**src/rtl/tcw_pkg.sv**
```systemverilog
`timescale 1ns / 1ps
// Shared types and constants for the text console writer.
// No dependencies; every other file of the block but tcw_ram imports this package.
package tcw_pkg;

  // Default screen geometry
  localparam int TCW_COLUMNS = 80;
  localparam int TCW_ROWS    = 25;

  // Cell address width, wide enough for up to 128 x 64 cells
  localparam int CELL_ADDR_W = 13;

  // Character codes
  localparam logic [7:0] CH_NEWLINE   = 8'd10;
  localparam logic [7:0] CH_TAB       = 8'd9;
  localparam logic [7:0] CH_RETURN    = 8'd13;
  localparam logic [7:0] CH_BACKSPACE = 8'd8;
  localparam logic [7:0] CH_SPACE     = 8'd32;

  localparam logic [3:0] LIGHT_GREY = 4'h7;
  localparam int         TAB_STEP   = 4;
  localparam logic [7:0] TEXT_COLOR_RESET = {4'h0, LIGHT_GREY};
  localparam logic [15:0] RESET_BLANK = {TEXT_COLOR_RESET, CH_SPACE};

  // Request modes
  localparam logic [1:0] MODE_PUT   = 2'd0;
  localparam logic [1:0] MODE_CLEAR = 2'd1;
  localparam logic [1:0] MODE_READ  = 2'd2;

  // Command kinds handed from front to back
  localparam logic [1:0] CMD_NOP   = 2'd0;
  localparam logic [1:0] CMD_PUT   = 2'd1;
  localparam logic [1:0] CMD_CLEAR = 2'd2;
  localparam logic [1:0] CMD_READ  = 2'd3;

  typedef struct packed {
    logic [1:0] mode;
    logic [7:0] char_code;
    logic [3:0] clear_background;
    logic [4:0] cell_row;
    logic [6:0] cell_col;
  } tcw_in_t;

  typedef struct packed {
    logic [4:0] cursor_row_out;
    logic [6:0] cursor_col_out;
    logic       scrolled;
    logic [7:0] read_char;
    logic [7:0] read_color;
  } tcw_out_t;

  typedef struct packed {
    logic [1:0]             kind;
    logic                   do_write;
    logic                   do_scroll;
    logic [CELL_ADDR_W-1:0] addr;
    logic [15:0]            cell_data;
    logic [7:0]             fill_attr;
    logic [4:0]             cursor_row;
    logic [6:0]             cursor_col;
  } tcw_cmd_t;

endpackage

```
**src/rtl/tcw_queue.sv**
```systemverilog
`timescale 1ns / 1ps
// Two-entry command queue between front and back end.
// Depends on tcw_pkg.
module tcw_queue (
  input  logic              clk,
  input  logic              rst_n,
  input  logic              push,
  input  tcw_pkg::tcw_cmd_t push_cmd,
  input  logic              pop,
  output logic              full,
  output logic              head_valid,
  output tcw_pkg::tcw_cmd_t head_cmd
);
  import tcw_pkg::*;

  tcw_cmd_t   entry_r [2];
  logic       wr_ptr_r;
  logic       rd_ptr_r;
  logic [1:0] count_r;

  assign full       = (count_r == 2'd2);
  assign head_valid = (count_r != 2'd0);
  assign head_cmd   = entry_r[rd_ptr_r];

  always_ff @(posedge clk) begin
    if (push) begin
      entry_r[wr_ptr_r] <= push_cmd;
    end
  end

  always_ff @(posedge clk) begin
    if (!rst_n) begin
      wr_ptr_r <= 1'b0;
      rd_ptr_r <= 1'b0;
      count_r  <= 2'd0;
    end else begin
      if (push) begin
        wr_ptr_r <= ~wr_ptr_r;
      end
      if (pop) begin
        rd_ptr_r <= ~rd_ptr_r;
      end
      if (push && !pop) begin
        count_r <= count_r + 2'd1;
      end else if (pop && !push) begin
        count_r <= count_r - 2'd1;
      end
    end
  end

endmodule

```
**config.mk**
```make
export PLATFORM = sky130hd
export DESIGN_NAME = tcw_queue
export DESIGN_NICKNAME = d
export VERILOG_FILES = /design/src/rtl/tcw_pkg.sv /design/src/rtl/tcw_queue.sv
export SDC_FILE = /design/constraint.sdc
export NUM_CORES = 1
export LEC_CHECK = 0
export ABC_AREA = 0
export BUFFER_PORTS_ARGS = -buffer_cell sky130_fd_sc_hd__buf_2
export CORE_AREA = 2 2 125 78
export DETAILED_ROUTE_END_ITERATION = 8
export DIE_AREA = 0 0 127 80
export MAX_ROUTING_LAYER = met4
export PLACE_DENSITY = 0.73
export SETUP_SLACK_MARGIN = 0.1
export SLEW_MARGIN = 20
export SYNTH_ARGS = -nofsm -noshare
export SYNTH_HDL_FRONTEND = slang
export SYNTH_SLANG_ARGS = --single-unit
```
**constraint.sdc**
```tcl
create_clock -name clk -period 3.5 [get_ports clk]
set_input_delay 0.875 -clock clk [delete_from_list [all_inputs] [get_ports clk]]
set_output_delay 0.875 -clock clk [all_outputs]
set_load 0.03 [all_outputs]
```
Word-level counts from Yosys, hierarchy flattened
Memories as Yosys holds them, arrays and structs flattened. A register that Yosys moved wholly into a read port is not among the register bits. Index checks and enable logic that the tools add are counted.

Bits in latches: 0. Input bits: 57. Memories kept: 1. RAM bits: 106. Register bits after elaboration: 4. Memory bits (read-only): 0. Output and inout port bits: 55. Word-level logic and storage cells: 21.

Memories: entry_r (words 2, bits a word 53, read ports 1, clocked after Yosys merged registers in 1, wr ports 1, RTL line tcw_queue.sv:16) `tcw_cmd_t entry_r [2];`.

Shifts and indexed selects: 0. Add/subtract/negate cells: 2. Magnitude comparators: 0. Equal/unequal tests: 1. Divide/modulo/power cells: 0. Reduce and logical (&&, ||, !) cells: 6. $mul: 0. Bitwise operators: 2. Multiplexer cells: 6.

Operator list (number): 1-bit two-way mux (4); 2-bit two-way mux (2); 2-bit nonzero test (2); 2-bit by 1-bit adder with 2-bit output (second input constant) (1); 2-bit equality test (second input constant) (1); 1-bit logical AND (2); 1-bit logical NOT (2); 1-bit NOT (2); 2-bit by 1-bit subtractor with 2-bit output (second input constant) (1).

Longest topological paths before layout
Depth after elaboration: 4. Gate-level depth with buffers: 5. Mapped depth without buffers: 5.

Worst setup path before layout
Ideal clock, no wire load.

Path kind: in2reg. Start point: input port push. End point: memory entry_r[0][0] (netlist name), enable pin. Slack: -0.222 ns. Path buffers: 0. Setup time: 0.471 ns. Stages on the path: 1. Arrival: 3.251 ns. Required time: 3.029 ns. Cells stage by stage: nor2b_1.

Cells in the longest elaborated chain, start to end: 2.

Ends and longest elaborated chain: start: declaration (RTL line tcw_queue.sv:7) `input logic push,`; 1-bit two-way mux (RTL line tcw_queue.sv:26) `if (push) begin`; 1-bit two-way mux (not written as such) (RTL line tcw_queue.sv:27) `entry_r[wr_ptr_r] <= push_cmd;`; end: declaration (RTL line tcw_queue.sv:16).

Every way passes these cells.

==> key figures <==
Global routing
  • First-pass GRT wire length: 10.8 mm
  • GRT overflow: 0
  • GRT Total Usage: 15.1%
  • Number of global-route vias before repair: 2,183
  • Initial antenna violation count: 0
  • Largest net degree at the start of global routing: 42

Synth
  • Count of state elements after synthesis: 111
  • Post-Syn Area per Cell: 21.7 sq um
  • Synth top area share: 78.3%
  • Register area share after synthesis: 80.8%
  • Leading area contributor after synthesis: edfxtp_1
  • Post-synthesis cell count: 187
  • Yosys warns: 0
  • Dominant cells by area after synthesis: edfxtp_1, mux2_2, dfxtp_1
  • Netlist Area Pre-Place: 0.00406 sq mm
  • Yosys cell types: 17
  • Syn nets: 245

Finish
  • Fillers: 735
  • Antenna cells: 0
  • Final instance area: 0.00504 sq mm
  • Final #Nets: 364
  • Util after Layout: 56.1%
  • Share of cells above drive strength 1: 59.8%
  • Final Non-Filler Cells: 427
  • Area Overhead vs Synth: 24.1%

Die
  • Die Area: 0.0102 sq mm
  • Core Area: 0.00899 sq mm
  • Rows: 27
  • Initial Util: 45.2%
  • Boundary pin count: 112
  • Die height: 80 um
  • Horiz. Die Dim: 127 um

Routing
  • Drc violations: 0
  • Via count: 2,066
  • Starting DRT DRC Count: 97
  • Wire per inst: 16.6 um
  • Vias per Instance: 4.84
  • Antenna-violating nets left: 0
  • DRT Pass-1 Iters: 4
  • Final wirelength: 7.08 mm

Power
  • Internal: 2.17 mW
  • Combinational power share: 13.9%
  • Clk pwr share: 31.9%
  • Part of the power in registers: 54.2%
  • P_sw: 712 uW
  • Sw Ratio: 24.7%
  • Leakage dissipation: 1.89 nW
  • Max IR drop VDD: 0.358 mV
  • P per Cell Area: 571 mW/mm^2

Clocking
  • H-tree level count: 3
  • CTS tree: yes
  • Root Buffer: clkbuf_16
  • Hold Buf Count CTS: 0
  • Post_cts resized: 0
  • Clk Latency, worst-skew pair: 340 ps
  • Clock Sinks: 111
  • Clock tree buffer depth: 2
  • Cts bufs inserted: 9
  • Post-CTS Setup Bufs: 0
  • Clk pin slew, worst setup/hold paths: 70 ps

Worst setup path
  • Nature of the critical path endpoint: output port
  • Slowest stage delay, CP: 740 ps
  • Worst Setup Path Type: flop to output port
  • Crit path max fanout: 29
  • Crit path required time: 2620 ps
  • CP max stage cell: dfxtp_2
  • Crit path cell chain: buf_12 > mux2_2 > buf_2
  • Startpoint types: flop
  • CP arrival: 1950 ps

Hold path
  • Hold crit path type: flop to flop

Place
  • Placed cell count: 411
  • Hpwl dp: 4.64 mm
  • IO Port Bufs: 111
  • RD Place Congestion: 0.732
  • Placed cell areas: 0.00477 sq mm

Flow run
  • Max Cap Viol: 0

Timing
  • Final worst path period need: 2830 ps
  • Max Clock Skew: 5.31 ps
  • TNS Setup: 0 ps
  • Peak Freq: 354 MHz
  • Setup Viol. Count Final: 0
  • Fin crit share: 80.8%
  • Worst Tran Pin Value: 637 ps
  • Slew headroom: 57.5%
  • Hold Fails Final Rpt: 0
  • RSZ-0062 raised after global routing: false
  • Slew Limit Fails: 0

Outcome
  • Status: finished, final reports clean
[cells in the mapped netlist (all sizes together)]
library cell,number
a21boi,1
xor2,2
o21ai,1
nor2b,2
o21a,1
buf,6
inv,1
or2,1
mux2,53
xnor2,1
and2b,1
or3,1
and2,4
dfxtp,5
ha,1
edfxtp,106
[metal layers]
layer | global-route usage, % | routed length (um) | up-vias
li1 | - | - | 971
met1 | 17.7 | 3090 | 998
met2 | 23.5 | 3310 | 89
met3 | 5.97 | 570 | 8
met4 | 6.59 | 115 | 0
met5 | - | 0 | -
[power groups by stage]
stage | combinational [mW] | clock (mW) | sequential, mW
global route | 0.424 | 0.992 | 1.57
detailed placement | 0.403 | 0 | 1.59
floorplan | 0.289 | 0 | 1.58
CTS | 0.405 | 0.951 | 1.56
global placement | 0.397 | 0 | 1.59
finish | 0.399 | 0.919 | 1.56
[area by class of cell]
type                            count  area, sq um  share of cell area (%)
Tap cell                          116          145                    2.88
Multi-Input combinational cell     69          723                    14.3
Timing Repair Buffer              114          616                    12.2
Clock inverter                      5         35.0                   0.695
Sequential cell                   111         3280                    65.2
Inverter                            1         3.75                  0.0745
Clock buffer                       11          233                    4.62
[critical path, delay by kind of cell, from the launching register on]
family,cells,cell delay [ps]
DFF,1,740
muxes,1,380
buffers and inverters,2,470
[final timing paths]
kind                                start                        to  slack (ps)  cells after the start
setup reg to reg    wr_ptr_r$_SDFFE_PN0P_  entry_r[1][39]$_DFFE_PP_        2050                      2
setup / recovery                     flop              head_cmd[25]         670                      3
hold / removal    count_r[1]$_SDFFE_PN0P_   count_r[1]$_SDFFE_PN0P_         500                      2
hold reg to reg   count_r[1]$_SDFFE_PN0P_   count_r[1]$_SDFFE_PN0P_         500                      2
[cell usage in the layout (no fill, tap or decap)]
cell type,instances
buf_2,111
edfxtp_1,106
mux2_2,53
clkbuf_16,9
dfxtp_1,4
and2_1,3
buf_12,3
xor2_1,2
clkinv_2,2
clkbuf_1,2
clkinv_4,2
or2_2,1
inv_1,1
and2_2,1
and2b_2,1
nor2b_4,1
xnor2_1,1
nor2b_1,1
o21a_1,1
o21ai_0,1
or3_1,1
a21boi_1,1
ha_1,1
dfxtp_2,1
clkinvlp_4,1
[stage by stage]
stage               hold slack [ps]  setup slack [ps]  total power [mW]
finish                          499               673              2.88
global placement                473              1020              1.99
global route                    558               558              2.99
floorplan                       461               781              1.86
detailed placement              494              1010              1.99
CTS                             504               621              2.92
[cell families (layout without fill, tap and decap cells)]
kind of cell / count (synthesis) / in the layout / share of synthesized area, %
AOI/OAI and AO/OA: 3 / 3 / 0.493
xor gates and xnor gates: 3 / 3 / 0.647
adders and majority gates: 1 / 1 / 0.308
buffers and inverters: 7 / 131 / 1.60
DFF: 111 / 111 / 80.8
muxes: 53 / 53 / 14.7
and+or+nand+nor: 9 / 9 / 1.45
[registers in the layout, indices dropped and copies added (netlist names), named ones only]
register / flops
wr_ptr_r: 1
count_r: 2
entry_r: 106
rd_ptr_r: 1
Power figures use the tool's default switching activity.
