--- config.mk ---
export PLATFORM = sky130hd
export DESIGN_NAME = tcw_front
export DESIGN_NICKNAME = d
export VERILOG_FILES = /design/src/rtl/tcw_pkg.sv /design/src/rtl/tcw_front.sv
export SDC_FILE = /design/constraint.sdc
export NUM_CORES = 1
export LEC_CHECK = 0
export CORE_MARGIN = 2
export CORE_UTILIZATION = 42
export DETAILED_ROUTE_END_ITERATION = 8
export DONT_BUFFER_PORTS = 1
export SLEW_MARGIN = 20
export SYNTH_ARGS = -nofsm -noshare
export SYNTH_HDL_FRONTEND = slang
export SYNTH_SLANG_ARGS = --single-unit
--- constraint.sdc ---
create_clock -name clk -period 3.5 [get_ports clk]
set_clock_uncertainty 0.15 [all_clocks]
set_input_delay 0 -clock clk [delete_from_list [all_inputs] [get_ports clk]]
set_output_delay 0 -clock clk [all_outputs]
set_load 0.05 [all_outputs]
--- src/rtl/tcw_pkg.sv ---
`timescale 1ns / 1ps
// Shared types and constants for the text console writer.
// No dependencies; every other file of the block but tcw_ram imports this package.
package tcw_pkg;

  // Default screen geometry
  localparam int TCW_COLUMNS = 80;
  localparam int TCW_ROWS    = 25;

  // Cell address width, wide enough for up to 128 x 64 cells
  localparam int CELL_ADDR_W = 13;

  // Character codes
  localparam logic [7:0] CH_NEWLINE   = 8'd10;
  localparam logic [7:0] CH_TAB       = 8'd9;
  localparam logic [7:0] CH_RETURN    = 8'd13;
  localparam logic [7:0] CH_BACKSPACE = 8'd8;
  localparam logic [7:0] CH_SPACE     = 8'd32;

  localparam logic [3:0] LIGHT_GREY = 4'h7;
  localparam int         TAB_STEP   = 4;
  localparam logic [7:0] TEXT_COLOR_RESET = {4'h0, LIGHT_GREY};
  localparam logic [15:0] RESET_BLANK = {TEXT_COLOR_RESET, CH_SPACE};

  // Request modes
  localparam logic [1:0] MODE_PUT   = 2'd0;
  localparam logic [1:0] MODE_CLEAR = 2'd1;
  localparam logic [1:0] MODE_READ  = 2'd2;

  // Command kinds handed from front to back
  localparam logic [1:0] CMD_NOP   = 2'd0;
  localparam logic [1:0] CMD_PUT   = 2'd1;
  localparam logic [1:0] CMD_CLEAR = 2'd2;
  localparam logic [1:0] CMD_READ  = 2'd3;

  typedef struct packed {
    logic [1:0] mode;
    logic [7:0] char_code;
    logic [3:0] clear_background;
    logic [4:0] cell_row;
    logic [6:0] cell_col;
  } tcw_in_t;

  typedef struct packed {
    logic [4:0] cursor_row_out;
    logic [6:0] cursor_col_out;
    logic       scrolled;
    logic [7:0] read_char;
    logic [7:0] read_color;
  } tcw_out_t;

  typedef struct packed {
    logic [1:0]             kind;
    logic                   do_write;
    logic                   do_scroll;
    logic [CELL_ADDR_W-1:0] addr;
    logic [15:0]            cell_data;
    logic [7:0]             fill_attr;
    logic [4:0]             cursor_row;
    logic [6:0]             cursor_col;
  } tcw_cmd_t;

endpackage

--- src/rtl/tcw_front.sv ---
`timescale 1ns / 1ps
// Front end: holds cursor and text color, classifies each request into a command.
// Depends on tcw_pkg.
module tcw_front #(
  parameter int COLUMNS = tcw_pkg::TCW_COLUMNS,
  parameter int ROWS    = tcw_pkg::TCW_ROWS
) (
  input  logic               clk,
  input  logic               rst_n,
  input  logic               accept,
  input  tcw_pkg::tcw_in_t   in_item,
  input  logic               cfg_wr_en,
  input  logic [7:0]         cfg_wr_data,
  output tcw_pkg::tcw_cmd_t  cmd
);
  import tcw_pkg::*;

  localparam int RW = $clog2(ROWS);
  localparam int CW = $clog2(COLUMNS);

  logic [RW-1:0] row_r;
  logic [CW-1:0] col_r;
  logic [7:0]    text_color_r;

  logic [RW:0]   row_e;
  logic [CW:0]   col_e;
  logic          put_write;
  logic          put_scroll;
  logic [RW-1:0] wr_row;
  logic [CW-1:0] wr_col;
  logic [7:0]    wr_char;
  logic [CELL_ADDR_W-1:0] wr_addr;
  logic [CELL_ADDR_W-1:0] rd_addr;
  logic          rd_in_range;
  logic [RW-1:0] row_after;
  logic [CW-1:0] col_after;
  logic [31:0]   row_w;
  logic [31:0]   col_w;

  // Cursor motion for put mode
  always_comb begin
    row_e      = {1'b0, row_r};
    col_e      = {1'b0, col_r};
    put_write  = 1'b0;
    put_scroll = 1'b0;
    wr_row     = row_r;
    wr_col     = col_r;
    wr_char    = in_item.char_code;
    case (in_item.char_code)
      CH_NEWLINE: begin
        row_e = row_e + 1'b1;
        col_e = '0;
      end
      CH_TAB: begin
        col_e = (col_e + (CW+1)'(TAB_STEP)) & ~((CW+1)'(TAB_STEP - 1));
      end
      CH_RETURN: begin
        col_e = '0;
      end
      CH_BACKSPACE: begin
        if (col_r != '0) begin
          col_e = col_e - 1'b1;
        end else if (row_r != '0) begin
          row_e = row_e - 1'b1;
          col_e = (CW+1)'(COLUMNS - 1);
        end
        put_write = 1'b1;
        wr_row    = row_e[RW-1:0];
        wr_col    = col_e[CW-1:0];
        wr_char   = CH_SPACE;
      end
      default: begin
        put_write = 1'b1;
        col_e     = col_e + 1'b1;
      end
    endcase
    if (col_e >= (CW+1)'(COLUMNS)) begin
      col_e = '0;
      row_e = row_e + 1'b1;
    end
    if (row_e >= (RW+1)'(ROWS)) begin
      put_scroll = 1'b1;
      row_e      = (RW+1)'(ROWS - 1);
    end
  end

  assign wr_addr = CELL_ADDR_W'(wr_row) * CELL_ADDR_W'(COLUMNS) + CELL_ADDR_W'(wr_col);
  assign rd_addr = CELL_ADDR_W'(in_item.cell_row) * CELL_ADDR_W'(COLUMNS)
                 + CELL_ADDR_W'(in_item.cell_col);
  assign rd_in_range = (32'(in_item.cell_row) < ROWS) && (32'(in_item.cell_col) < COLUMNS);

  always_comb begin
    cmd       = '0;
    cmd.kind  = CMD_NOP;
    row_after = row_r;
    col_after = col_r;
    case (in_item.mode)
      MODE_PUT: begin
        cmd.kind      = CMD_PUT;
        cmd.do_write  = put_write;
        cmd.do_scroll = put_scroll;
        cmd.addr      = wr_addr;
        cmd.cell_data = {text_color_r, wr_char};
        cmd.fill_attr = text_color_r;
        row_after     = row_e[RW-1:0];
        col_after     = col_e[CW-1:0];
      end
      MODE_CLEAR: begin
        cmd.kind      = CMD_CLEAR;
        cmd.cell_data = {in_item.clear_background, LIGHT_GREY, CH_SPACE};
        row_after     = '0;
        col_after     = '0;
      end
      MODE_READ: begin
        if (rd_in_range) begin
          cmd.kind = CMD_READ;
          cmd.addr = rd_addr;
        end
      end
      default: begin
        cmd.kind = CMD_NOP;
      end
    endcase
    row_w          = 32'(row_after);
    col_w          = 32'(col_after);
    cmd.cursor_row = row_w[4:0];
    cmd.cursor_col = col_w[6:0];
  end

  always_ff @(posedge clk) begin
    if (!rst_n) begin
      row_r        <= '0;
      col_r        <= '0;
      text_color_r <= TEXT_COLOR_RESET;
    end else begin
      if (cfg_wr_en) begin
        text_color_r <= cfg_wr_data;
      end
      if (accept) begin
        if (in_item.mode == MODE_PUT) begin
          row_r <= row_e[RW-1:0];
          col_r <= col_e[CW-1:0];
        end else if (in_item.mode == MODE_CLEAR) begin
          row_r <= '0;
          col_r <= '0;
        end
      end
    end
  end

endmodule

# [Yosys cells after proc, flatten, opt, wreduce, memory -nomap -nowiden]
# Index checks and enable logic that the tools add are counted.
[totals] reg_bits=20 latchBits=0 ram_bits=0 rom_bits=0 in_bits=38 out_inout_bits=53 word_cells=58 mem_count=0
[classes] add_sub_neg=8 n_mul=2 div=0 magnitude_cmp=4 n_eq_ne=6 shift=0 muxes=27 bitwise=0 reduce_logical=8
[ops] op="7-bit 2-to-1 mux" n=5
[ops] op="8-bit by 4-bit equality test with 1-bit output (second input constant)" n=4
[ops] op="16-bit case mux with 2 select lines" n=1
[ops] op="12-bit by 7-bit adder with 13-bit output" n=2
[ops] op="13-bit case mux with 2 select lines" n=1
[ops] op="8-bit 2-to-1 mux" n=3
[ops] op="8-bit case mux with 3 select lines" n=1
[ops] op="5-bit 2-to-1 mux" n=4
[ops] op="6-bit 2-to-1 mux" n=3
[ops] op="5-bit by 3-bit multiplier with 8-bit output (second input constant)" n=2
[ops] op="7-bit case mux with 2 select lines" n=1
[ops] op="13-bit 2-to-1 mux" n=1
[ops] op="6-bit case mux with 2 select lines" n=1
[ops] op="5-bit case mux with 2 select lines" n=1
[ops] op="7-bit by 1-bit adder with 8-bit output (second input constant)" n=1
[ops] op="7-bit by 3-bit adder with 8-bit output (second input constant)" n=1
[ops] op="8-bit by 7-bit >= comparator with 1-bit output (second input constant)" n=1
[ops] op="7-bit by 1-bit subtractor with 8-bit output (second input constant)" n=1
[ops] op="7-bit < comparator (second input constant)" n=1
[ops] op="7-bit nonzero test" n=1
[ops] op="5-bit by 1-bit adder with 6-bit output (second input constant)" n=1
[ops] op="6-bit by 1-bit adder with 6-bit output (second input constant)" n=1
[ops] op="6-bit by 5-bit >= comparator with 1-bit output (second input constant)" n=1
[ops] op="2-bit case mux with 3 select lines" n=1
[ops] op="13 further kinds" n=15

# [Depth between registers and ports, before layout]
# Gate-level depths: netlist of run 1.
[logic_depth] word_depth=9 depth_mapped=16 ltp_nobuf=15

# [Worst setup path after synthesis of run 1]
# No wires, ideal clock.
[synth_timing] kind="reg2out" from="register col_r[0]" to="output port cmd[7] (netlist name)" arrival_time_ns=4.548 required_ns=3.350 slack_ns=-1.198 path_stages_with_launch=17 cell_sequence="dfxtp_1 > clkbuf_1 > inv_1 > ha_1 > and3b_1 > clkbuf_1 > a31oi_1 > nor2_1 > xnor2_2 > inv_1 > ha_1 > inv_1 > and3_1 > or3_1 > a21oi_2 > o31ai_4 > o41ai_1"
[synth_lines] element="from (decl)" line_no="tcw_front.sv:22" rtl="logic [CW-1:0] col_r;"
[synth_lines] element="from (signal assigned)" line_no="tcw_front.sv:142" rtl="col_r <= col_e[CW-1:0];"
[synth_lines] element="to (decl)" line_no="tcw_front.sv:14" rtl="output tcw_pkg::tcw_cmd_t cmd"

==> impl_metrics.json, run 1 <==
{
  "routed_wl_mm": 12.7,
  "clock_period_minus_final_worst_setup_slack_ns": 3.53,
  "final_critical_path_setup_slack_ns": -0.0327,
  "critPathLaunch": "row_r[0]",
  "worstPathArrival_ns": 3.38,
  "detail-route-antenna-nets": 0,
  "timing.critical_path.cells": "inv_4, ha_4, or4b_4, nand3_4, nand2_2, o21ai_2, ha_1, ha_4, fa_2, nand2_2, nor2_4, o2111ai_2, o21ai_2, a21o_1, buf_12",
  "worst-r2r-setup-slack_ns": 0.38,
  "hpwlAfterDp_mm": 8.79,
  "globalplace.congestion": 0.902,
  "clock_path_buffers": 2,
  "route.vias.total": 4068,
  "finalHoldViolations": 1,
  "holdCritPathClass": "in2reg",
  "syn2layout_area_growth_pct": 47.0,
  "viasPerCell": 6.12,
  "synth_largest_type_area_fraction": 0.117,
  "global_route_wire_length_before_repair_mm": 19.6,
  "p_sw_frac": 0.380,
  "cp-end-kind": "primary output",
  "tritoncts_num_sinks": 20,
  "cpMaxStageDelayCell": "sky130_fd_sc_hd__fa_2",
  "synth_edf_count": 0,
  "p_switching_w": 0.000284,
  "timing.slew.headroom": 0.285,
  "syn_area_per_cell_um2": 7.20,
  "status": "finished with violations",
  "power.total_w": 0.000748,
  "cts-root-buf": "sky130_fd_sc_hd__clkbuf_8",
  "die_span_y_um": 94.1,
  "vias_in_the_first_global_route": 3926,
  "worst-endpoint-required_ns": 3.35,
  "hold_slack_ns": -0.0157,
  "grt-ovfl-total": 0,
  "placement_rows": 32,
  "cts_htree_levels": 1,
  "grt_antenna_before_repair": 0,
  "grt_start_max_net_pins": 31,
  "largest_area_contributor_in_the_netlist": "sky130_fd_sc_hd__dfxtp_1",
  "rsz0062_at_grt": "yes",
  "num_antenna_cells": 0,
  "power.share.sequential": 0.317,
  "clock_insertion_delay_worst_skew_ns": 0.27,
  "p_comb_frac": 0.397,
  "power-per-cell-area_nw_per_um2": 149,
  "violations": "negative hold slack, negative setup slack",
  "worstPathMaxFanout": 6,
  "max_cap_violations": 0,
  "drv_slew": 0,
  "postSynth.asyncResetShare": 0,
  "clock.fmax_mhz": 283,
  "synth-seq-cells": 20,
  "cts_buffers": 3,
  "timing.reg2reg.worst_path_depth": 15,
  "postSynthCellCount": 474,
  "cts.clk_slew.worst_paths_ns": 0.08,
  "p_int_w": 0.000463,
  "syn-cell-area_um2": 3410,
  "timing.setup.critical_path_class": "reg2out",
  "portion_of_the_post_synthesis_area_used_by_sequential_elements": 0.117,
  "accumulated_negative_setup_slack_ns": -0.0822,
  "p_clk_frac": 0.286,
  "synthTopCellsByArea": "sky130_fd_sc_hd__dfxtp_1, sky130_fd_sc_hd__ha_1, sky130_fd_sc_hd__nand3_1, sky130_fd_sc_hd__nor2_1, sky130_fd_sc_hd__mux2i_1",
  "tightest_slew_ns": 1.08,
  "synth_ff_type": "sky130_fd_sc_hd__dfxtp_1",
  "yosys.cell_types.count": 75,
  "dr.first_iter.drc_count": 189,
  "post_drt_wl_per_cell_um": 19.1,
  "period_share": 1.01,
  "worst_path_largest_cell_delay_ns": 0.57,
  "synth_warnings": 0,
  "setup_violations": 3,
  "layout-drive-gt1-share": 0.359,
  "ir_drop_mv": 0.211,
  "grt.total_usage": 0.275,
  "r2r-start": "row_r[0]",
  "tritoncts": "done",
  "io_buffer_count": 0,
  "placeableCoreArea_um2": 7810,
  "nNetsFinal": 633,
  "total_leakage_power_nw": 2.05,
  "fp.dieArea_um2": 8860,
  "critical_path.endpoint": "cmd[47]",
  "start_util": 0.437,
  "floorplan.die.width_um": 94.1,
  "timing.critical_path.from_type": "flop",
  "first_pass_iters": 4,
  "reg2reg_to": "row_r[0]",
  "route.detailed.drc": 0,
  "top_level_ports": 91,
  "syn-num-nets": 543
}
-- kinds of logic (layout without fill, tap and decap cells) --
logic type	count (synthesis)	count (layout)	share of synthesized area
AND/OR/NAND/NOR	196	196	0.303
XOR/XNOR	22	22	0.0587
AO/OA/AOI/OAI	136	136	0.285
adder cells (fa/ha/maj)	31	31	0.122
flip-flops	20	20	0.117
other	1	1	0.00110
multiplexers	16	16	0.0469
buffers and inverters	52	141	0.0656
-- routing by layer --
metal / vias up / wire length [µm] / track usage
met4: 0 / 156 / 0.0423
li1: 1918 / - / -
met2: 183 / 6260 / 0.486
met3: 14 / 936 / 0.0393
met5: - / 0 / 0
met1: 1953 / 5370 / 0.361
-- critical path, delay by kind of cell, from the launching register on --
kind / cells / cell delay [ns]
AO/OA/AOI/OAI: 4 / 0.43
adder cells (fa/ha/maj): 4 / 1.15
buffers and inverters: 2 / 0.20
flip-flops: 1 / 0.36
AND/OR/NAND/NOR: 5 / 0.96
-- cell usage after synthesis (5+ instances only) --
master,number
sky130_fd_sc_hd__xnor2_1,15
sky130_fd_sc_hd__a31oi_1,10
sky130_fd_sc_hd__dfxtp_1,20
sky130_fd_sc_hd__nor2_1,44
sky130_fd_sc_hd__ha_1,27
sky130_fd_sc_hd__a21oi_1,27
sky130_fd_sc_hd__mux2i_1,16
sky130_fd_sc_hd__o21ai_0,24
sky130_fd_sc_hd__and2_1,17
sky130_fd_sc_hd__xor2_1,6
sky130_fd_sc_hd__clkbuf_1,24
sky130_fd_sc_hd__a21boi_0,7
sky130_fd_sc_hd__nor2b_1,9
sky130_fd_sc_hd__o211ai_1,8
sky130_fd_sc_hd__buf_2,5
sky130_fd_sc_hd__nor3_1,5
sky130_fd_sc_hd__a21o_1,7
sky130_fd_sc_hd__nand2_1,41
sky130_fd_sc_hd__and3_1,5
sky130_fd_sc_hd__o31ai_1,7
sky130_fd_sc_hd__inv_1,16
sky130_fd_sc_hd__nand3_1,33
sky130_fd_sc_hd__nand4_1,8
sky130_fd_sc_hd__o22ai_1,7
-- how the worst min path moves through the flow --
stage | startpoint | to | slack (ns) | depth (start not counted)
5_1_grt | in_item[24] | cmd[45] | 0.01 | 2
3_3_place_gp | rst_n | text_color_r[0] | -0.09 | 1
3_5_place_dp | rst_n | text_color_r[2] | -0.08 | 1
4_1_cts | in_item[24] | cmd[45] | 0.004 | 2
2_1_floorplan | cfg_wr_data[0] | text_color_r[0] | -0.02 | 2
6_report | in_item[17] | col_r[0] | -0.02 | 5
-- state kept, by name, indices dropped and copies added, names as in the netlist --
signal        count
col_r             7
row_r             5
text_color_r      8
-- power by group through the flow --
stage | sequential, W | clock (W) | combinational (W)
global placement | 0.000242 | 0 | 0.000257
finish | 0.000237 | 0.000214 | 0.000297
global route | 0.000238 | 0.000223 | 0.000317
detailed placement | 0.000242 | 0 | 0.000260
floorplan | 0.000241 | 0 | 0.000226
CTS | 0.000237 | 0.000213 | 0.000290
-- per-stage QoR --
| step | instances | util | setup slack, ns | instance area, µm² | hold slack, ns |
|---|---|---|---|---|---|
| after detailed placement | 604 | 0.525 | 0.00520 | 4100 | -0.0817 |
| after CTS | 648 | 0.594 | -0.0702 | 4640 | 0.00400 |
| after global placement | 604 | 0.525 | 0.0681 | 4100 | -0.0861 |
| after floorplan | 474 | - | -0.130 | 3570 | -0.0211 |
| after global routing | 665 | 0.642 | -0.176 | 5010 | 0.0119 |
| final | 665 | 0.642 | -0.0327 | 5010 | -0.0157 |
-- cell type report --
cell class	count	area, µm²
flip-flops and latches	20	410
multi-input cells	402	3260
clock buffers	4	66.3
well taps	102	128
fillers	661	2790
repair buffers	120	1090
inverters	17	66.3
-- placed cells by master (no fill, tap or decap), types with 5 or more instances in the layout --
cell type                       count
sky130_fd_sc_hd__a31oi_1            9
sky130_fd_sc_hd__mux2i_1           15
sky130_fd_sc_hd__ha_4               7
sky130_fd_sc_hd__and3_1             5
sky130_fd_sc_hd__nor3_1             5
sky130_fd_sc_hd__buf_12             8
sky130_fd_sc_hd__nor2b_1            8
sky130_fd_sc_hd__nand4_1            8
sky130_fd_sc_hd__dfxtp_2            5
sky130_fd_sc_hd__and2_1            16
sky130_fd_sc_hd__o211ai_1           8
sky130_fd_sc_hd__a21o_1             7
sky130_fd_sc_hd__o21ai_0           15
sky130_fd_sc_hd__xnor2_2            5
sky130_fd_sc_hd__dlygate4sd3_1     18
sky130_fd_sc_hd__nor2_1            41
sky130_fd_sc_hd__ha_1              17
sky130_fd_sc_hd__buf_4             85
sky130_fd_sc_hd__xnor2_1           10
sky130_fd_sc_hd__dfxtp_1           14
sky130_fd_sc_hd__buf_6              7
sky130_fd_sc_hd__nand3_1           29
sky130_fd_sc_hd__a21oi_1           22
sky130_fd_sc_hd__o21ai_1            6
sky130_fd_sc_hd__nand2_1           38
sky130_fd_sc_hd__inv_1              8
sky130_fd_sc_hd__a21boi_0           6
sky130_fd_sc_hd__inv_2              7
-- timing repair --
action / CTS / global route
setup endpoints to repair: 8 / 15
hold buffers: 19 / 0
pin swaps: 24 / 40
gates resized for setup: 35 / 47
setup buffers: 22 / 19
hold endpoints to repair: 20 / 0
No activity file was read; power rests on OpenSTA's default activity.
==> run 2: changes to the inputs <==
--- a/config.mk
+++ b/config.mk
@@ -5,10 +5,12 @@
 export SDC_FILE = /design/constraint.sdc
 export NUM_CORES = 1
 export LEC_CHECK = 0
+export CORE_ASPECT_RATIO = 1.5
 export CORE_MARGIN = 2
 export CORE_UTILIZATION = 42
 export DETAILED_ROUTE_END_ITERATION = 8
 export DONT_BUFFER_PORTS = 1
+export REMOVE_ABC_BUFFERS = 1
 export SLEW_MARGIN = 20
 export SYNTH_ARGS = -nofsm -noshare
 export SYNTH_HDL_FRONTEND = slang
==> run 2 against run 1 <==
Compared with the run above:
- the run now ends clean
- fmax is 1.5% higher
- wire length is 7.2% lower
- sequential power hardly changed
- global-route usage is 1.6 points lower
- non-clock buffer count is 20 lower
- sequential share of layout area is 0.72 points higher
- cell count is 2.6% lower
- power is 13% higher
- register-to-register slack hardly changed
- count of clock-buffer cells in the layout is 1 lower
- die area is 0.17% higher
- highest routed layer unchanged
==> impl_metrics.json, run 2 (same netlist as run 1, synthesis figures left out) <==
{
  "floorplan.die.width_um": 77.6,
  "grt_antenna_before_repair": 0,
  "rsz0062_at_grt": "yes",
  "worst-endpoint-required_ns": 3.35,
  "routed_wl_mm": 11.8,
  "nNetsFinal": 613,
  "hold-path-cell-count": 2,
  "timing.setup.critical_path_class": "reg2out",
  "tightest_slew_ns": 1.13,
  "p_clk_frac": 0.384,
  "global_route_wire_length_before_repair_mm": 18.8,
  "setup_violations": 0,
  "start_util": 0.429,
  "max_cap_violations": 0,
  "route.detailed.drc": 0,
  "clock.fmax_mhz": 287,
  "syn2layout_area_growth_pct": 33.8,
  "worstPathMaxFanout": 5,
  "num_antenna_cells": 0,
  "p_sw_frac": 0.335,
  "post-route-util": 0.574,
  "vias_in_the_first_global_route": 3945,
  "pre_cts_setup_slack_ns": 0.0175,
  "layout.cells.most_common_list": "sky130_fd_sc_hd__buf_4, sky130_fd_sc_hd__nor2_1, sky130_fd_sc_hd__nand2_1",
  "worst-r2r-setup-slack_ns": 0.37,
  "first_pass_iters": 5,
  "cts.clk_slew.worst_paths_ns": 0.06,
  "grt-ovfl-total": 0,
  "timing.reg2reg.worst_path_depth": 13,
  "p_int_w": 0.000560,
  "hp-start": "in_item[24]",
  "timing.critical_path.buf_inv": 2,
  "post_drt_wl_per_cell_um": 18.2,
  "globalplace.congestion": 0.932,
  "final_common_cell": "sky130_fd_sc_hd__buf_4",
  "status": "finished clean",
  "regMostFlops": "text_color_r",
  "viasPerCell": 6.15,
  "top_level_ports": 91,
  "clock_path_buffers": 2,
  "holdCritPathClass": "in2out",
  "p_comb_frac": 0.333,
  "final_critical_path_setup_slack_ns": 0.0204,
  "cpMaxStageDelayCell": "sky130_fd_sc_hd__or4b_4",
  "reg2reg_to": "col_r[1]",
  "tritoncts": "done",
  "fp.dieArea_um2": 8880,
  "grt_start_max_net_pins": 26,
  "worstPathArrival_ns": 3.33,
  "cts_htree_levels": 1,
  "drv_slew": 0,
  "detail-route-antenna-nets": 0,
  "placeableCoreArea_um2": 7960,
  "hpwlAfterDp_mm": 8.30,
  "path_delay_family": "adder cells",
  "route.vias.total": 3982,
  "placement_rows": 40,
  "biggest_regs": "text_color_r: 8 flops, col_r: 7 flops, row_r: 5 flops",
  "timing.critical_path.cells": "inv_2, ha_4, or4b_4, nand3_4, nand2_2, o21ai_2, ha_1, ha_2, fa_2, xor2_2, nand3_1, xnor2_1, xnor2_1, o22ai_1, buf_4",
  "power-per-cell-area_nw_per_um2": 184,
  "cts-root-buf": "sky130_fd_sc_hd__clkbuf_16",
  "timing.slew.headroom": 0.248,
  "grt.total_usage": 0.259,
  "timing.critical_path.from_type": "flop",
  "worst_path_largest_cell_delay_ns": 0.50,
  "r2r-start": "row_r[1]",
  "io_buffer_count": 0,
  "total_leakage_power_nw": 1.91,
  "layout-drive-gt1-share": 0.280,
  "power.share.sequential": 0.283,
  "dr.first_iter.drc_count": 346,
  "crit_top_cell": "sky130_fd_sc_hd__xnor2_1",
  "period_share": 0.994,
  "cts_buffers": 3,
  "ir_drop_mv": 0.234,
  "largest_reg_flops": 8,
  "die_span_y_um": 114,
  "cp-end-kind": "primary output",
  "hold-path-endpoint": "cmd[45]",
  "tritoncts_num_sinks": 20,
  "clock_period_minus_final_worst_setup_slack_ns": 3.48,
  "p_switching_w": 0.000282,
  "clock_insertion_delay_worst_skew_ns": 0.26,
  "finalHoldViolations": 0
}
## run 2: changes by cell type in the layout (fill, tap and decap cells not counted), sizes merged
cell / delta
bufinv: +1
dlygate4sd3: +1
buf: -21
clkbuf: -1
## run 2: worst max-delay path by stage
stage	startpoint	end	depth (start not counted)	slack (ns)
3_5_place_dp	row_r[0]	cmd[46]	15	0.02
6_report	row_r[1]	cmd[46]	15	0.02
4_1_cts	col_r[2]	cmd[46]	14	-0.03
3_3_place_gp	row_r[0]	cmd[46]	15	0.08
5_1_grt	col_r[3]	cmd[46]	17	-0.14
2_1_floorplan	row_r[0]	cmd[7]	14	-1.16
## run 2: per-stage QoR
stage | power [W] | TNS, ns | instance area, µm² | hold WS [ns] | std cells
after floorplan | 0.000441 | -4.90 | 3250 | -0.0881 | 439
after global placement | 0.000484 | 0 | 3870 | -0.0839 | 602
after detailed placement | 0.000488 | 0 | 3870 | -0.0813 | 602
after CTS | 0.000843 | -0.0343 | 4460 | 0.0255 | 644
after global routing | 0.000874 | -0.418 | 4570 | 0.0362 | 648
final | 0.000841 | 0 | 4570 | 0.0370 | 648
## run 2: what timing repair did
action,in CTS,in global routing
buffers inserted,19,4
pin swaps,26,22
hold buffers,19,0
gates resized for setup,41,19
endpoints found under the setup margin,7,10
endpoints found under the hold margin,20,0
## run 2: routing by layer
metal / vias up / track usage / share of wire
met2: 167 / 0.484 / 0.53
met3: 23 / 0.0252 / 0.052
met1: 1908 / 0.296 / 0.40
met5: - / 0 / 0
li1: 1884 / - / -
met4: 0 / 0.108 / 0.024
## run 2: layout make-up
type / instances / area [µm²]
Fill cell: 733 / 3390
Clock buffer: 3 / 75.1
Clock inverter: 1 / 30.0
Timing Repair Buffer: 100 / 847
Inverter: 17 / 63.8
Multi-Input combinational cell: 402 / 3010
Sequential cell: 20 / 407
Tap cell: 105 / 131
## run 2: power groups by stage
stage | Clock [W] | Sequential, W | Combinational [W]
floorplan | 0 | 0.000242 | 0.000199
global placement | 0 | 0.000242 | 0.000242
detailed placement | 0 | 0.000242 | 0.000245
CTS | 0.000328 | 0.000238 | 0.000277
global route | 0.000336 | 0.000239 | 0.000299
finish | 0.000323 | 0.000238 | 0.000280
==> run 3: changes to the inputs <==
--- a/config.mk
+++ b/config.mk
@@ -10,6 +10,7 @@
 export CORE_UTILIZATION = 42
 export DETAILED_ROUTE_END_ITERATION = 8
 export DONT_BUFFER_PORTS = 1
+export RECOVER_POWER = 50
 export REMOVE_ABC_BUFFERS = 1
 export SLEW_MARGIN = 20
 export SYNTH_ARGS = -nofsm -noshare
==> run 3 against run 2 <==
Compared with the run above:
- global-route usage did not move
- critical path depth did not move
- via count rose by 0.33%
- count of clock-buffer cells in the layout did not move
- cell count did not move
- final area barely moved
- sequential share of layout area barely moved
- first-iteration DRC count fell by 7.2%
- non-clock buffer count did not move
- critical path type unchanged
- largest cell class unchanged
==> impl_metrics.json, run 3 (same netlist as run 1, synthesis figures left out) <==
{
  "dr.first_iter.drc_count": 321,
  "fp.dieArea_um2": 8880,
  "num_antenna_cells": 0,
  "tightest_slew_ns": 1.38,
  "timing.setup.critical_path_class": "reg2out",
  "grt_start_max_net_pins": 26,
  "placement_rows": 40,
  "period_share": 0.994,
  "post_drt_wl_per_cell_um": 18.2,
  "clock_insertion_delay_worst_skew_ns": 0.26,
  "grt.total_usage": 0.259,
  "path_delay_family": "adder cells",
  "worstPathMaxFanout": 5,
  "placeableCoreArea_um2": 7960,
  "status": "finished clean",
  "cts_buffers": 3,
  "tritoncts_num_sinks": 20,
  "route.detailed.drc": 0,
  "timing.critical_path.from_type": "flop",
  "clock_period_minus_final_worst_setup_slack_ns": 3.48,
  "hp-start": "in_item[24]",
  "finalHoldViolations": 0,
  "grt-busiest-layer": "met2",
  "layout-drive-gt1-share": 0.278,
  "total_leakage_power_nw": 1.90,
  "crit_top_cell": "sky130_fd_sc_hd__xnor2_1",
  "final_common_cell": "sky130_fd_sc_hd__buf_4",
  "detail-route-antenna-nets": 0,
  "vias_in_the_first_global_route": 3945,
  "post-place-cells": 602,
  "worstPathArrival_ns": 3.33,
  "ir_drop_mv": 0.233,
  "floorplan.die.width_um": 77.6,
  "routed_wl_mm": 11.8,
  "globalplace.congestion": 0.932,
  "r2r-start": "row_r[1]",
  "clock_path_buffers": 2,
  "syn2layout_area_growth_pct": 33.7,
  "cp-end-kind": "primary output",
  "global_route_wire_length_before_repair_mm": 18.8,
  "first_pass_iters": 5,
  "worst-endpoint-required_ns": 3.35,
  "io_buffer_count": 0,
  "top_level_ports": 91,
  "cts.clk_slew.worst_paths_ns": 0.06,
  "cts-root-buf": "sky130_fd_sc_hd__clkbuf_16",
  "cts_htree_levels": 1,
  "tritoncts": "done",
  "drv_slew": 0,
  "global_route.usage.met1": 0.296,
  "biggest_regs": "text_color_r: 8 flops, col_r: 7 flops, row_r: 5 flops",
  "timing.critical_path.buf_inv": 2,
  "holdCritPathClass": "in2out",
  "hpwlAfterDp_mm": 8.30,
  "viasPerCell": 6.17,
  "clock.fmax_mhz": 287,
  "route.vias.total": 3995,
  "global_route.usage.met2": 0.484,
  "nNetsFinal": 613,
  "largest_reg_flops": 8,
  "final_cell_count_no_fill": 648,
  "setup_violations": 0,
  "cpMaxStageDelayCell": "sky130_fd_sc_hd__or4b_4",
  "power-per-cell-area_nw_per_um2": 184,
  "timing.critical_path.cells": "inv_2, ha_4, or4b_4, nand3_4, nand2_2, o21ai_2, ha_1, ha_2, fa_2, xor2_2, nand3_1, xnor2_1, xnor2_1, o22ai_1, buf_4",
  "layout.cells.most_common_list": "sky130_fd_sc_hd__buf_4, sky130_fd_sc_hd__nor2_1, sky130_fd_sc_hd__nand2_1",
  "max_cap_violations": 0,
  "grt-ovfl-total": 0,
  "die_span_y_um": 114,
  "rsz0062_at_grt": "yes",
  "timing.slew.headroom": 0.0818,
  "grt_antenna_before_repair": 0,
  "start_util": 0.429,
  "use_met3": 0.0252,
  "worst_path_largest_cell_delay_ns": 0.50,
  "critPathLaunch": "row_r[1]",
  "power.total_w": 0.000841,
  "regMostFlops": "text_color_r"
}
## run 3: cell count changes in the layout (fill, tap and decap cells not counted), sizes merged
cell    previous run  this run
clkbuf             3         4
buf               81        80
## run 3: final timing paths
path,slack [ns],end,depth (start not counted)
max,0.02,cmd[46],15
min reg2reg,0.35,col_r[0],2
min,0.04,cmd[45],2
max reg2reg,0.37,col_r[1],13
## run 3: area by class of cell
class | instances | area, µm²
fillers | 733 | 3390
well taps | 105 | 131
clock buffers | 3 | 75.1
inverters | 17 | 63.8
clock inverters | 1 | 30.0
repair buffers | 100 | 843
multi-input cells | 402 | 3010
flip-flops and latches | 20 | 407
## run 3: metrics by stage
stage	setup slack, ns	hold slack, ns	utilization	cell area [µm²]	TNS [ns]
after global placement	0.0766	-0.0839	0.486	3870	0
final	0.0203	0.0372	0.573	4560	0
after floorplan	-1.16	-0.0881	-	3250	-4.90
after detailed placement	0.0175	-0.0813	0.486	3870	0
after global routing	-0.140	0.0362	0.573	4560	-0.418
after CTS	-0.0343	0.0255	0.560	4460	-0.0343
## run 3: per-layer routing
| metal | wire, µm | share of wire |
|---|---|---|
| met5 | 0 | 0 |
| met4 | 297 | 0.025 |
| met3 | 635 | 0.054 |
| met2 | 6190 | 0.52 |
| met1 | 4690 | 0.40 |
## run 3: report_power, final
| part | internal (W) | switching, W |
|---|---|---|
| logic | 0.0000980 | 0.000182 |
| clock network | 0.000227 | 0.0000961 |
| registers | 0.000234 | 0.00000457 |
| total | 0.000559 | 0.000282 |
## run 3: worst register-to-register path, delay by kind of cell (launching register included)
family | cells | cell delay, ns
fa+ha+maj | 1 | 0.13
compound gates | 4 | 0.87
simple gates | 4 | 0.96
buf+inv | 4 | 0.60
flops | 1 | 0.33
## run 3: timing repair
action	4_1_cts	5_1_grt
setup buffers	19	4
pin swaps	26	22
gates resized for setup	41	19
endpoints found under the hold margin	20	0
endpoints found under the setup margin	7	10
hold buffers	19	0
gates cloned	0	0
